--- config.mk ---
export PLATFORM = sky130hd
export DESIGN_NAME = nmss_ram
export DESIGN_NICKNAME = d
export VERILOG_FILES = /design/src/sv/nmss_ram.sv
export SDC_FILE = /design/constraint.sdc
export NUM_CORES = 2
export LEC_CHECK = 0
export BUFFER_PORTS_ARGS = -buffer_cell sky130_fd_sc_hd__buf_2
export CORE_ASPECT_RATIO = 1.4
export CORE_MARGIN = 4
export CORE_UTILIZATION = 63
export DETAILED_ROUTE_END_ITERATION = 16
export PLACE_DENSITY_LB_ADDON = 0.1
export REMOVE_ABC_BUFFERS = 1
export SYNTH_ARGS = -nofsm -noshare
export SYNTH_HDL_FRONTEND = slang
export SYNTH_SLANG_ARGS = --single-unit
--- constraint.sdc ---
create_clock -name clk -period 10.1 [get_ports clk]
set_input_delay 1.01 -clock clk [delete_from_list [all_inputs] [get_ports clk]]
set_output_delay 1.01 -clock clk [all_outputs]
set_load 0.005 [all_outputs]
--- src/sv/nmss_ram.sv ---
// Generic single-port-write, single-port-read RAM with a registered read.
// Depends on nothing.
`default_nettype none
module nmss_ram #(
	parameter int WIDTH = 32,
	parameter int DEPTH = 72
) (
	input  wire logic                     clk,
	input  wire logic                     we,
	input  wire logic [$clog2(DEPTH)-1:0] waddr,
	input  wire logic [WIDTH-1:0]         wdata,
	input  wire logic [$clog2(DEPTH)-1:0] raddr,
	output logic      [WIDTH-1:0]         rdata
);
	logic [WIDTH-1:0] mem_q [DEPTH];

	always_ff @(posedge clk) begin
		if (we) begin
			mem_q[waddr] <= wdata;
		end
		rdata <= mem_q[raddr];
	end
endmodule
`default_nettype wire
==> results.json <==
{
  "place_hpwl_mm": 121,
  "rr_startpoint": "mem_q[59][20]",
  "critPathRequiredTime_ns": 10.80,
  "stdcell_count": 6006,
  "status": "complete, no violations",
  "wl_per_cell_um": 38.2,
  "grt_pass1_wl_mm": 325,
  "synth_warnings": 0,
  "whs_ns": 0.739,
  "slew_viol_final": 0,
  "area_growth_pct": 10.9,
  "p_leak_nw": 30.6,
  "synth_edf_count": 2304,
  "crit_type": "in2reg",
  "synth-compound-area-share": 0.0204,
  "crit_path_start": "raddr[0]",
  "path_buf_inv": 3,
  "clock_skew_ns": 0.0179,
  "fillers": 8116,
  "ioPinCount": 80,
  "die_area_um2": 147000,
  "synth_fa_ha_area_frac": 0,
  "ctsHoldBuffers": 0,
  "drive_gt1_frac": 0.297,
  "synth_area_um2": 88700,
  "path_delay_family": "buffers and inverters",
  "cts_made_buffers": 200,
  "netlist.area_leader.share": 0.780,
  "overflow": 0,
  "wl_met1_mm": 79.7,
  "hold_viol": 0,
  "cts.sinks": 2336,
  "rsz0062_at_grt": "false",
  "netlist-cell-type-count": 42,
  "synth_ff_type": "edfxtp_1",
  "antenna_left": 0,
  "combPwrFrac": 0.046,
  "worstSetupEndpointType": "register",
  "max-slew-margin-rel": 0.0788,
  "worst_path_max_delay_cell": "buf_4",
  "antenna_found_initial": 19,
  "vias_per_cell": 7.11,
  "hold_start": "raddr[6]",
  "clock_path_buffers": 3,
  "ys_top_cells_by_area": "edfxtp_1 78%, mux4_2 14%, mux2_2 1.4%",
  "cap_violations": 0,
  "core_um2": 140000,
  "p_seq_frac": 0.559,
  "setup_violations": 0,
  "nNetsFinal": 4066,
  "gp_congestion": 0.806,
  "clk_pin_slew_ns": 0.06,
  "drt_wl_total_mm": 229,
  "clockPowerShare": 0.395,
  "max_freq_mhz": 258,
  "wl_met3_mm": 24.6,
  "synth_top_family_by_area": "multiplexers",
  "via_count": 42698,
  "root_buffer": "clkbuf_16",
  "peakVddDrop_uv": 180,
  "yosysSeqAreaShare": 0.787,
  "grt_max_degree": 104,
  "hold_path_class": "in2reg",
  "portBuffers": 79,
  "cts_resized": 0,
  "path_cells": "buf_8, buf_4, buf_4, mux4_2, mux2i_1, a22oi_1, a22oi_1, nand2_1",
  "rows": 162,
  "swShare": 0.206,
  "crit_arrival_ns": 4.57,
  "post_cts_buffers": 0,
  "slowest_delay_ns": 0.71,
  "htreeDepth": 4,
  "multi_input_area_um2": 18400,
  "placed_cells": 5620,
  "yosys.area_share.simple": 0.0122,
  "tritoncts": "yes",
  "top_layer": "met5",
  "fp.dieW_um": 325,
  "period_minus_slack_ns": 3.87,
  "power_switching_w": 0.00394,
  "async_reset_ff_frac": 0,
  "power.internal_w": 0.0152,
  "layout_common_cells": "2304 x edfxtp_1, 555 x mux4_2, 208 x clkbuf_16, 122 x buf_4, 119 x mux2i_1",
  "yosysTopAreaCell": "edfxtp_1",
  "start_util": 0.635,
  "layout_commonest_cell": "edfxtp_1",
  "start_kind": "input pin",
  "yosys-mux-area-fraction": 0.168,
  "drt-initial-drc-count": 5724,
  "drc": 0,
  "synth_seq_cells": 2336,
  "met2_length_mm": 114,
  "synthXorXnorAreaFrac": 0,
  "drt-pass1-iter-count": 7,
  "tightestPinTransition_ns": 1.38,
  "finalCritPeriodShare": 0.383,
  "worstSkewPairLatency_ns": 0.83,
  "synthCells": 3817,
  "path_max_fanout": 55,
  "fp.dieH_um": 452,
  "pwr_density_cell_nw_per_um2": 195,
  "grt_pass1_vias": 43593,
  "grt_use_total": 0.318,
  "syn_area_per_cell_um2": 23.2,
  "seq_area_um2": 69800,
  "setup-tns-final_ns": 0
}
## flip-flops by register name, indices dropped and copies added (netlist names)
signal  cells
rdata      32
mem_q    2304
## per-layer routing
layer,global-route usage,up-vias
li1,-,16722
met1,0.429,22684
met2,0.518,2760
met3,0.0672,528
met4,0.134,4
met5,0,-
## through the flow
stage	utilization	instance area [um^2]	total power, W	setup slack [ns]
floorplan	-	87600	0.0113	5.92
global placement	0.658	91900	0.0118	5.38
detailed placement	0.658	91900	0.0118	5.30
CTS	0.704	98300	0.0193	6.24
global route	0.704	98300	0.0197	5.94
finish	0.704	98400	0.0192	6.23
## cell type report
| type | count | share of cell area |
|---|---|---|
| Antenna cell | 13 | 0.000331 |
| Clock buffer | 260 | 0.0557 |
| Clock inverter | 113 | 0.00978 |
| Inverter | 1 | 0.0000382 |
| Multi-Input combinational cell | 1275 | 0.187 |
| Sequential cell | 2336 | 0.710 |
| Tap cell | 1804 | 0.0229 |
| Timing Repair Buffer | 204 | 0.0144 |
## kinds of logic (layout without fill, tap and decap cells)
family / count (synthesis) / count (layout)
other: 0 / 13
AND/OR/NAND/NOR: 235 / 235
flip-flops: 2336 / 2336
multiplexers: 783 / 783
buffers and inverters: 206 / 578
AO/OA/AOI/OAI: 257 / 257
## Yosys cell counts (5+ instances only)
master	n
edfxtp_1	2304
mux4_2	555
mux2i_1	119
mux2_2	109
a22oi_1	92
nor2_1	84
clkbuf_1	77
buf_2	63
o22ai_1	57
nand2_1	46
buf_4	43
a211oi_1	35
dfxtp_1	32
nand3_1	32
nor2b_1	23
a21oi_1	19
nor3_1	18
o21ai_0	14
buf_1	12
a221oi_1	11
buf_6	10
nand2b_1	10
nor4_1	7
o31ai_1	7
a2111oi_0	5
and2_1	5
## power by group through the flow
stage	Clock [W]	Sequential (W)	Combinational [W]
after global placement	0	0.0109	0.000857
after floorplan	0	0.0109	0.000375
after CTS	0.00766	0.0107	0.000883
final	0.00757	0.0107	0.000882
after detailed placement	0	0.0109	0.000881
after global routing	0.00808	0.0107	0.000934
## final timing paths
kind                    end  slack (ns)  depth (start not counted)
setup / recovery  rdata[26]        6.23                          8
hold / removal     rdata[2]        0.74                          3
setup reg to reg  rdata[20]        7.64                          4
hold reg to reg   rdata[24]        0.80                          4
## worst min-delay path, cell delays in order
cell,delay [ns]
buf_2,0.28
nand2_1,0.13
nand3_1,0.07
No activity file was read; power rests on OpenSTA's default activity.
